File: config.mk
export PLATFORM = sky130hd
export DESIGN_NAME = multi_rail_overvoltage_qualifier
export DESIGN_NICKNAME = d
export VERILOG_FILES = /design/src/hw/rtl/mrovq_pkg.sv /design/src/hw/rtl/multi_rail_overvoltage_qualifier.sv /design/src/hw/rtl/mrovq_ram.sv
export SDC_FILE = /design/constraint.sdc
export NUM_CORES = 1
export LEC_CHECK = 0
export BUFFER_PORTS_ARGS = -buffer_cell sky130_fd_sc_hd__buf_2
export CORE_ASPECT_RATIO = 1.5
export CORE_MARGIN = 5
export CORE_UTILIZATION = 54
export CTS_CLUSTER_SIZE = 30
export DETAILED_ROUTE_END_ITERATION = 7
export PLACE_DENSITY_LB_ADDON = 0.05
export SLEW_MARGIN = 40
export SYNTH_ARGS = -nofsm -noshare
export SYNTH_HDL_FRONTEND = slang
export SYNTH_SLANG_ARGS = --single-unit
File: constraint.sdc
create_clock -name clk -period 5.57 [get_ports clk]
set_input_delay 1.114 -clock clk [delete_from_list [all_inputs] [get_ports clk]]
set_output_delay 1.114 -clock clk [all_outputs]
set_load 0.01 [all_outputs]
File: src/hw/rtl/mrovq_pkg.sv
// Shared types and constants for the multi-rail overvoltage qualifier.
package mrovq_pkg;

  localparam int SAMPLE_BITS  = 10;
  localparam int RAIL_BITS    = 3;
  localparam int THRESH_BITS  = 10;
  localparam int COUNT_BITS   = 8;
  localparam int THRESH_REGS  = 5;
  localparam int CFG_BITS     = 10;
  localparam int CFG_IDX_BITS = 3;

  localparam logic [CFG_IDX_BITS-1:0] REG_THRESH_NEG5  = 3'd0;
  localparam logic [CFG_IDX_BITS-1:0] REG_THRESH_POS5  = 3'd1;
  localparam logic [CFG_IDX_BITS-1:0] REG_THRESH_NEG12 = 3'd2;
  localparam logic [CFG_IDX_BITS-1:0] REG_THRESH_POS12 = 3'd3;
  localparam logic [CFG_IDX_BITS-1:0] REG_THRESH_POS24 = 3'd4;
  localparam logic [CFG_IDX_BITS-1:0] REG_COUNT_LIMIT  = 3'd5;

  localparam logic [THRESH_BITS-1:0] THRESH_RESET = 10'd10;
  localparam logic [COUNT_BITS-1:0]  LIMIT_RESET  = 8'd10;

  typedef struct packed {
    logic [RAIL_BITS-1:0]   rail;
    logic [SAMPLE_BITS-1:0] sample;
  } in_t;

  typedef struct packed {
    logic rail_warning;
    logic low_rails_cutoff;
    logic rail24_cutoff;
  } out_t;

  typedef struct packed {
    logic [COUNT_BITS-1:0] over_count;
    logic [COUNT_BITS-1:0] under_count;
  } counts_t;

endpackage

File: src/hw/rtl/multi_rail_overvoltage_qualifier.sv
// Top level: per-rail debounced overvoltage qualifier with counters held in a RAM.
// Usage: one sample request per cycle is sustained unless out_ready holds the output. The
// accepting edge registers the read of the rail's over/under counter pair from the counter
// RAM; the update stage then updates it, and as it advances writes it back and loads the
// result register.
// A write to the same rail in the cycle of the read is forwarded, so back-to-back
// samples on one rail need no bubble. Counter entries have valid bits that reset
// clears, so the block takes requests right after reset. Rails at or above
// RAIL_COUNT change nothing and report a zero rail warning.
module multi_rail_overvoltage_qualifier #(
  parameter int RAIL_COUNT = 5
) (
  input  logic                                   clk,
  input  logic                                   rst,
  input  logic                                   in_valid,
  output logic                                   in_ready,
  input  mrovq_pkg::in_t                         in_data,
  output logic                                   out_valid,
  input  logic                                   out_ready,
  output mrovq_pkg::out_t                        out_data,
  input  logic                                   cfg_we,
  input  logic [mrovq_pkg::CFG_IDX_BITS-1:0]     cfg_index,
  input  logic [mrovq_pkg::CFG_BITS-1:0]         cfg_data
);

  localparam int AW = (RAIL_COUNT > 1) ? $clog2(RAIL_COUNT) : 1;
  localparam int CW = 2 * mrovq_pkg::COUNT_BITS;

  logic [mrovq_pkg::THRESH_BITS-1:0] thresholds [mrovq_pkg::THRESH_REGS];
  logic [mrovq_pkg::COUNT_BITS-1:0]  count_limit;
  logic [RAIL_COUNT-1:0]             warn;
  logic [(1 << AW)-1:0]              entry_ok;

  logic                              s1_valid;
  mrovq_pkg::in_t                    s1_req;
  logic                              s1_fwd_hit;
  mrovq_pkg::counts_t                s1_fwd_data;
  logic                              s1_entry_ok;

  logic                              s1_advance;
  logic                              s1_hold;
  logic                              s1_in_range;
  logic [AW-1:0]                     rd_addr;
  logic [CW-1:0]                     ram_q;
  mrovq_pkg::counts_t                cur;
  mrovq_pkg::counts_t                upd;
  logic [2:0]                        ti;
  logic                              is_over;
  logic [mrovq_pkg::COUNT_BITS-1:0]  inc;
  logic [mrovq_pkg::COUNT_BITS-1:0]  clamp;
  logic                              own_next;
  logic                              warn_set;
  logic                              warn_clr;
  logic [RAIL_COUNT-1:0]             warn_next;
  logic                              low_next;
  logic                              wr_en;
  logic [AW-1:0]                     wr_addr;
  mrovq_pkg::out_t                   res;

  assign s1_advance  = s1_valid && (!out_valid || out_ready);
  assign s1_hold     = s1_valid && !s1_advance;
  assign in_ready    = !s1_valid || s1_advance;
  assign rd_addr     = s1_hold ? s1_req.rail[AW-1:0] : in_data.rail[AW-1:0];
  assign s1_in_range = 32'(s1_req.rail) < RAIL_COUNT;
  assign wr_en       = s1_advance && s1_in_range;
  assign wr_addr     = s1_req.rail[AW-1:0];

  mrovq_ram #(
    .WIDTH (CW),
    .DEPTH (RAIL_COUNT)
  ) u_counts (
    .clk   (clk),
    .we    (wr_en),
    .waddr (wr_addr),
    .wdata (upd),
    .raddr (rd_addr),
    .rdata (ram_q)
  );

  always_comb begin
    if (s1_fwd_hit) begin
      cur = s1_fwd_data;
    end else if (s1_entry_ok) begin
      cur = mrovq_pkg::counts_t'(ram_q);
    end else begin
      cur = '0;
    end

    if (32'(s1_req.rail) < mrovq_pkg::THRESH_REGS) begin
      ti = s1_req.rail;
    end else begin
      ti = 3'(mrovq_pkg::THRESH_REGS - 1);
    end
    is_over = s1_req.sample > thresholds[ti];
    clamp   = count_limit + 8'd1;
    upd     = cur;
    warn_set = 1'b0;
    warn_clr = 1'b0;

    if (is_over) begin
      inc = (cur.over_count == '1) ? cur.over_count : cur.over_count + 8'd1;
      upd.over_count = inc;
      if (inc > count_limit) begin
        upd.over_count  = clamp;
        upd.under_count = '0;
        warn_set        = 1'b1;
      end
    end else begin
      inc = (cur.under_count == '1) ? cur.under_count : cur.under_count + 8'd1;
      upd.under_count = inc;
      if (inc > count_limit) begin
        upd.under_count = clamp;
        upd.over_count  = '0;
        warn_clr        = 1'b1;
      end
    end

    warn_next = warn;
    own_next  = 1'b0;
    for (int i = 0; i < RAIL_COUNT; i++) begin
      if (s1_in_range && (wr_addr == AW'(i))) begin
        if (warn_set) begin
          warn_next[i] = 1'b1;
        end else if (warn_clr) begin
          warn_next[i] = 1'b0;
        end
        own_next = warn_next[i];
      end
    end

    low_next = 1'b0;
    for (int i = 0; i < RAIL_COUNT - 1; i++) begin
      low_next = low_next | warn_next[i];
    end

    res.rail_warning     = own_next;
    res.low_rails_cutoff = low_next;
    res.rail24_cutoff    = warn_next[RAIL_COUNT-1];
  end

  always_ff @(posedge clk) begin
    if (rst) begin
      for (int i = 0; i < mrovq_pkg::THRESH_REGS; i++) begin
        thresholds[i] <= mrovq_pkg::THRESH_RESET;
      end
      count_limit <= mrovq_pkg::LIMIT_RESET;
    end else if (cfg_we) begin
      unique case (cfg_index)
        mrovq_pkg::REG_THRESH_NEG5:  thresholds[0] <= cfg_data;
        mrovq_pkg::REG_THRESH_POS5:  thresholds[1] <= cfg_data;
        mrovq_pkg::REG_THRESH_NEG12: thresholds[2] <= cfg_data;
        mrovq_pkg::REG_THRESH_POS12: thresholds[3] <= cfg_data;
        mrovq_pkg::REG_THRESH_POS24: thresholds[4] <= cfg_data;
        mrovq_pkg::REG_COUNT_LIMIT:  count_limit <= cfg_data[mrovq_pkg::COUNT_BITS-1:0];
        default: ;
      endcase
    end
  end

  always_ff @(posedge clk) begin
    if (rst) begin
      s1_valid  <= 1'b0;
      out_valid <= 1'b0;
      warn      <= '0;
      entry_ok  <= '0;
    end else begin
      if (in_ready) begin
        s1_valid <= in_valid;
      end
      if (s1_advance) begin
        out_valid <= 1'b1;
        warn      <= warn_next;
      end else if (out_ready) begin
        out_valid <= 1'b0;
      end
      if (wr_en) begin
        entry_ok[wr_addr] <= 1'b1;
      end
    end
  end

  always_ff @(posedge clk) begin
    if (in_ready) begin
      s1_req <= in_data;
    end
    s1_fwd_hit  <= wr_en && (wr_addr == rd_addr);
    s1_fwd_data <= upd;
    s1_entry_ok <= entry_ok[rd_addr];
    if (s1_advance) begin
      out_data <= res;
    end
  end

  // forwarded data always belongs to the rail now in the update stage
  assert property (@(posedge clk) disable iff (rst)
    s1_valid && s1_fwd_hit |-> s1_req.rail[AW-1:0] == $past(wr_addr))
    else $error("forward hit on wrong rail");

  assert property (@(posedge clk) disable iff (rst)
    wr_en |-> 32'(s1_req.rail) < RAIL_COUNT)
    else $error("counter write for out-of-range rail");

  assert property (@(posedge clk) disable iff (rst)
    out_valid |-> out_data.rail24_cutoff == warn[RAIL_COUNT-1])
    else $error("24V cutoff out of step with warnings");

  assert property (@(posedge clk) disable iff (rst)
    out_valid && !out_data.low_rails_cutoff |-> (warn & ~(RAIL_COUNT'(1) << (RAIL_COUNT - 1))) == '0)
    else $error("low rails cutoff out of step with warnings");

endmodule

File: src/hw/rtl/mrovq_ram.sv
// Generic simple dual-port RAM with registered read data.
module mrovq_ram #(
  parameter int WIDTH = 16,
  parameter int DEPTH = 5
) (
  input  logic                                     clk,
  input  logic                                     we,
  input  logic [((DEPTH > 1) ? $clog2(DEPTH) : 1)-1:0] waddr,
  input  logic [WIDTH-1:0]                         wdata,
  input  logic [((DEPTH > 1) ? $clog2(DEPTH) : 1)-1:0] raddr,
  output logic [WIDTH-1:0]                         rdata
);

  logic [WIDTH-1:0] mem [DEPTH];

  always_ff @(posedge clk) begin
    if (we) begin
      mem[waddr] <= wdata;
    end
    rdata <= mem[raddr];
  end

endmodule

# After elaboration in Yosys (flattened, before gate mapping)
# Memory sizes are Yosys's and may differ from the RTL's. A register that Yosys moved wholly into a read port is not among the register bits.
# Cells that the tools add are included.
[totals]
reg_bits = 57
ram_bits = 130
inputBits = 31
mem_count = 2
[classes]
add_sub_neg = 3
n_lt_le_gt_ge = 7
n_eq_ne = 12
mux = 68
bitwise_logic = 9
n_reduce_logical = 19
[memory_table]
columns = ["memory", "words", "word_bits", "rd", "rd_ports_with_merged_regs", "wr", "line", "source"]
rows = [
  ["u_counts.mem", 5, 16, 1, 1, 1, "mrovq_ram.sv:14", "logic [WIDTH-1:0] mem [DEPTH];"],
  ["thresholds", 5, 10, 1, 0, 5, "multi_rail_overvoltage_qualifier.sv:29", "logic [mrovq_pkg::THRESH_BITS-1:0] thresholds [mrovq_pkg::THRESH_REGS];"],
]
[op_table]
columns = ["operator", "n"]
rows = [
  ["2-to-1 mux 16 bit", 5],
  ["2-to-1 mux 1 bit", 52],
  ["2-to-1 mux 10 bit", 5],
  ["adder 8 x 1 -> 8 bit, second input constant", 3],
  ["== test 8 bit, second input constant", 2],
  ["> comparator 8 bit", 2],
  ["2-to-1 mux 8 bit", 2],
  ["== test 3 x 2 -> 1 bit, second input constant", 4],
  ["> comparator 10 bit", 1],
  ["logical AND 1 bit", 10],
  ["== test 3 bit, second input constant", 3],
  ["< comparator 3 x 4 -> 1 bit, second input constant", 2],
  ["OR 1 bit", 8],
  ["OR 8 bit", 1],
  ["== test 3 x 1 -> 1 bit, second input constant", 2],
  ["zero test 3 bit", 2],
  ["2-to-1 mux 3 bit", 2],
  ["binary-select mux 1 bit (select 3 bit)", 1],
  ["demux 1 bit (select 3 bit)", 1],
  ["== test 3 bit", 1],
  ["greater-or-equal comparator 3 x 1 -> 1 bit, second input constant", 1],
  ["zero test 1 bit", 3],
  ["< comparator 3 bit, second input constant", 1],
  ["logical OR 1 bit", 2],
  ["other kinds (2)", 2],
]

# Depth between registers and ports, before layout
[logic_depth]
depth_word = 14
depth_mapped = 18
mapped_depth_nobuf = 15

# Cells and area by module
# A second synthesis with hierarchy kept.
[unflattened]
cells_unflattened = 732
area_unflattened_um2 = 9298.9
[by_module_without_submodules]
columns = ["mod", "n_inst", "cells_each", "area_per_inst_um2", "seq_area_each_um2"]
rows = [
  ["multi_rail_overvoltage_qualifier", 1, 538, 5796.8, 2802.7],
  ["mrovq_ram", 1, 194, 3502.1, 2722.6],
]

# Worst setup path before layout
# Ideal clock, no wire load.
[synth_path]
kind = "reg-to-reg"
from = "register s1_fwd_hit"
to = "memory u_counts.mem[0][4] (data pin)"
setup_time_ns = 0.231
arrival_time_ns = 3.670
slack_ns = 1.669
path_stages_with_launch = 18
path_buffers = 4
cell_sequence = "dfxtp_1 > buf_6 > buf_4 > buf_2 > o21ai_0 > ha_1 > a21boi_4 > nand4_4 > mux2_4 > ha_1 > nor2b_1 > o211ai_1 > a21oi_1 > o22ai_2 > nor2b_1 > buf_2 > a22oi_1 > o21ai_0"
[synth_via]
elab_chain_cells = 6
elab_cells_between_ends = 12
cone_classes = "2 x add/sub; 2 x order compare; 2 x eq/ne; 6 x mux"
[synth_rtl]
columns = ["item", "line", "source"]
rows = [
  ["start: declaration", "multi_rail_overvoltage_qualifier.sv:36", "logic s1_fwd_hit;"],
  ["start signal: assignment", "multi_rail_overvoltage_qualifier.sv:186", "s1_fwd_hit <= wr_en && (wr_addr == rd_addr);"],
  ["2-to-1 mux 16 bit *", "multi_rail_overvoltage_qualifier.sv:81", "if (s1_fwd_hit) begin"],
  ["adder 8 x 1 -> 8 bit (tied with other cells)", "multi_rail_overvoltage_qualifier.sv:109", "inc = (cur.under_count == '1) ? cur.under_count : cur.under_count + 8'd1;"],
  ["2-to-1 mux 8 bit (on tied branches)", "multi_rail_overvoltage_qualifier.sv:109, multi_rail_overvoltage_qualifier.sv:101", ""],
  ["> comparator 8 bit (on tied branches)", "multi_rail_overvoltage_qualifier.sv:111, multi_rail_overvoltage_qualifier.sv:103", ""],
  ["2-to-1 mux 16 bit (on tied branches)", "multi_rail_overvoltage_qualifier.sv:111, multi_rail_overvoltage_qualifier.sv:103", ""],
  ["2-to-1 mux 16 bit *", "multi_rail_overvoltage_qualifier.sv:100", "if (is_over) begin"],
  ["net u_counts.wdata[4]", "mrovq_ram.sv:9", "input logic [WIDTH-1:0] wdata,"],
  ["end: declaration", "mrovq_ram.sv:14", ""],
]
# The timed path passes the listed nets; every way through them passes the cells marked *.

# Final worst setup path
[layout_path]
from = "register s1_entry_ok"
to = "memory u_counts.mem[0][10] (data pin)"
[layout_via]
elab_chain_cells = 7
elab_cells_between_ends = 13
cone_classes = "2 x add/sub; 2 x order compare; 2 x eq/ne; 7 x mux"
[layout_rtl]
columns = ["item", "line", "source"]
rows = [
  ["start: declaration", "multi_rail_overvoltage_qualifier.sv:38", "logic s1_entry_ok;"],
  ["start signal: assignment", "multi_rail_overvoltage_qualifier.sv:188", "s1_entry_ok <= entry_ok[rd_addr];"],
  ["2-to-1 mux 16 bit *", "multi_rail_overvoltage_qualifier.sv:83", "end else if (s1_entry_ok) begin"],
  ["2-to-1 mux 16 bit *", "multi_rail_overvoltage_qualifier.sv:81", ""],
  ["adder 8 x 1 -> 8 bit (tied with other cells)", "multi_rail_overvoltage_qualifier.sv:109", ""],
  ["2-to-1 mux 8 bit (on tied branches)", "multi_rail_overvoltage_qualifier.sv:109, multi_rail_overvoltage_qualifier.sv:101", ""],
  ["> comparator 8 bit (on tied branches)", "multi_rail_overvoltage_qualifier.sv:111, multi_rail_overvoltage_qualifier.sv:103", ""],
  ["2-to-1 mux 16 bit (on tied branches)", "multi_rail_overvoltage_qualifier.sv:111, multi_rail_overvoltage_qualifier.sv:103", ""],
  ["2-to-1 mux 16 bit *", "multi_rail_overvoltage_qualifier.sv:100", ""],
  ["net u_counts.wdata[10]", "mrovq_ram.sv:9", ""],
]
# Marks and branches as above.

==> impl_results.md <==
* Outcome: completed
* Fmax achieved at 214.0 MHz
* Grt met2 use at 0.3841
* CP delay by family, top: compound AO/OA/AOI/OAI gates
* Max transition margin at 0.4926
* Peak supply drop at 323.6 uV
* Crit-path slowest cell: dfxtp_1
* Via/cell ratio at 5.823
* CTS tree: yes
* Total chip power at 0.003269 W
* Share of post-route cells with drive strength above 1 at 0.2232
* Clock root cell: clkbuf_16
* Die height at 167.6 um
* Drt wl/cell at 21.30 um
* WS Path Type: reg -> reg
* Area of the multi-input gates at 3224 sq um
* Largest family of logic cells by synthesized area: multiplexers
* Max-Cap Viols at 0
* Cell mode on critical path: nor2b_1
* Final nets at 736
* Max Root-Sink Buffers at 3
* Number of remaining DRC errors at 0
* Fill cells at 1275
* Antenna Violating Nets Remaining at 0
* Avg Inst Size Synth at 14.30 sq um
* Final Non-Filler Cells at 896
* Vias at 5217
* Period utilization at 0.8390
* Iteration-0 DRC Markers at 210
* Met3 Usage GRT at 0.02563
* Max-slew violations at 0
* Synth Instances at 625
* Final HPWL DP at 13490 um
* Clk_lat worst skew at 0.49 ns
* FF+latch count, synth at 203
* Largest net degree at the start of global routing at 30
* Synthesized net count at 685
* YS warnings at 0
* Adder-Cell Fraction of Synth Area at 0.04060
* Post-synthesis sequential area ratio at 0.6183
* Final critical-path required period at 4.673 ns
* Synth Area in XOR/XNOR at 0.01176
* CP Cell Sequence: nor2b_1 > a22oi_1 > inv_1 > ha_1 > a21boi_4 > nand4_4 > mux2_4 > ha_1 > nor2b_1 > o211ai_1 > a21oi_1 > o22ai_2 > nor2b_1 > buf_4 > inv_1 > o21ai_0
* Rows at 57
* Placed Instances at 860
* Router iterations before antenna repair at 5
* Clk_skew at 0.009321 ns
* Worst EP arrival at 4.86 ns
* Clk slew on worst S/H paths at 0.06 ns
* Post-CTS Hold Buffers at 0
* Vias in the first global route at 5464
* Worst slew pin tran at 0.7531 ns
* Hold crit path type: reg -> reg
* ANT cells at 0
* Synthesized area at 8936 sq um
* First-pass GRT wire length at 30200 um
* Crit start category: flop
* Largest stage delay, worst path at 0.62 ns
* Htree depth at 1
* Post-synth cell types at 72
* Die Width at 115.0 um
* Core Box Area at 16260 sq um
* Max FO, Critical Path at 13
* Initial Util at 0.5496
* Final setup violation count at 0
* Reg area at 5525 sq um
* IO Pins at 36
* Final Hold Fails at 0
* Die ar. at 19270 sq um
* Drt total wl at 19080 um
* CTS sink count at 203
* Static Leak at 3.718 nW
* Layer with the highest usage: met2
* Setup crit end kind: flop
* Initial antenna violation count at 0
* Setup repair bufs after CTS at 0
* Grt ovf at 0
* Top_reg_cell synth: edfxtp_1
* Placer congestion estimate at 0.8791
* Total GRT Usage at 0.2039
* TritonCTS Buffers at 20
* Compound-cell area share of the yosys netlist at 0.08653
* Async set or reset register ratio after synthesis at 0
* CP Buf/Inv Count at 3
* Mux cell area share after synthesis at 0.1283
* CP Data Required Time at 5.76 ns
* # resized after CTS at 0
* Port Buffers at 35
* Area growth from synthesis to layout at 12.31%
* Post-synth EDFFs at 146
* Synth Area in Simple Gates at 0.09227
* RSZ-0062 raised after global routing: false
* Cell Pwr Density at 325.7 nW/um^2
* Fin Setup TNS at 0 ns
* Met1 Use GR at 0.2387
-- registers in the layout, indices dropped and copies added, names as in the netlist --
| name | flops |
|---|---|
| u_counts.mem | 80 |
| thresholds | 50 |
| s1_fwd_data | 16 |
| u_counts.rdata | 16 |
| s1_req | 10 |
| count_limit | 8 |
| entry_ok | 8 |
| warn | 5 |
| out_data | 3 |
| wr_addr | 3 |
| out_valid | 1 |
| s1_entry_ok | 1 |
| s1_fwd_hit | 1 |
| s1_valid | 1 |
-- per-layer routing --
| layer | up-vias | wire, um |
|---|---|---|
| met5 | - | 0 |
| met4 | 0 | 448 |
| met3 | 28 | 585 |
| met2 | 87 | 10610 |
| met1 | 2600 | 7436 |
| li1 | 2502 | - |
-- layout by cell type, fill, tap and decap left out, types with 18 or more instances in the layout --
cell type / Yosys / final
buf_2: 8 / 35
nor2_1: 26 / 26
ha_1: 29 / 29
nand3_1: 18 / 18
nand2_1: 55 / 55
clkbuf_16: 0 / 21
dfxtp_1: 57 / 57
edfxtp_1: 146 / 146
mux2_2: 21 / 21
mux4_2: 22 / 22
a21oi_1: 33 / 33
-- kinds of logic (layout without fill, tap and decap cells) --
family | count (synthesis) | count (layout)
buf+inv | 41 | 106
simple gates | 157 | 157
compound gates | 112 | 112
flops | 203 | 203
fa+ha+maj | 29 | 29
mux | 71 | 71
xor+xnor | 12 | 12
-- worst paths after layout --
check	start	to	cells after the start	slack, ns
worst max-delay path	s1_entry_ok$_DFF_P_	u_counts.mem[0][10]$_DFFE_PP_	16	0.90
worst min-delay path	entry_ok[7]$_SDFFE_PP0P_	entry_ok[7]$_SDFFE_PP0P_	1	0.47
worst max register to register	s1_entry_ok$_DFF_P_	u_counts.mem[0][10]$_DFFE_PP_	16	0.90
worst min register to register	entry_ok[7]$_SDFFE_PP0P_	entry_ok[7]$_SDFFE_PP0P_	1	0.47
-- metrics by stage --
step           instance area (sq um)  setup WS [ns]  hold slack, ns    util
2_1_floorplan                   8936          1.669          0.4290       -
3_3_place_gp                    9350          1.151          0.4396  0.5750
3_5_place_dp                    9400         0.9662          0.4516  0.5781
4_1_cts                        10040         0.9148          0.4640  0.6172
5_1_grt                        10040         0.6079          0.4751  0.6172
6_report                       10040         0.8968          0.4658  0.6172
-- Yosys cell counts (4+ instances only) --
cell | instances | area, sq um
o21ai_0 | 14 | 70.07
o21ai_2 | 4 | 35.03
mux2i_1 | 15 | 150.1
a22oi_1 | 12 | 90.09
ha_1 | 29 | 362.9
and2_1 | 11 | 68.82
mux4_1 | 6 | 157.7
clkbuf_1 | 9 | 33.78
edfxtp_1 | 146 | 4384
mux2_2 | 21 | 236.5
a211oi_1 | 4 | 30.03
nand3_1 | 18 | 90.09
o211ai_1 | 5 | 37.54
dfxtp_1 | 57 | 1141
nor2_1 | 26 | 97.59
nand4_1 | 6 | 37.54
nand2_1 | 55 | 206.5
buf_2 | 8 | 40.04
nor3_1 | 4 | 20.02
nand2b_1 | 4 | 25.02
xnor2_1 | 9 | 78.83
a21oi_1 | 33 | 165.2
inv_1 | 17 | 63.81
mux4_2 | 22 | 495.5
nor2b_1 | 14 | 87.58
-- final cells by class --
class / count / share of cell area
clock buffers: 25 / 0.05585
clock inverters: 11 / 0.007480
repair buffers: 53 / 0.03279
multi-input cells: 381 / 0.3213
flip-flops and latches: 203 / 0.5506
inverters: 17 / 0.006358
well taps: 206 / 0.02568
-- power breakdown --
part,leakage (nW),internal (W),total (W),switching [W]
Sequential,1.88,0.00169,0.00171,0.0000281
Combinational,1.53,0.000107,0.000256,0.000149
Clock,0.311,0.000757,0.00130,0.000542
Total,3.72,0.00255,0.00327,0.000719
Power figures use the tool's default switching activity.
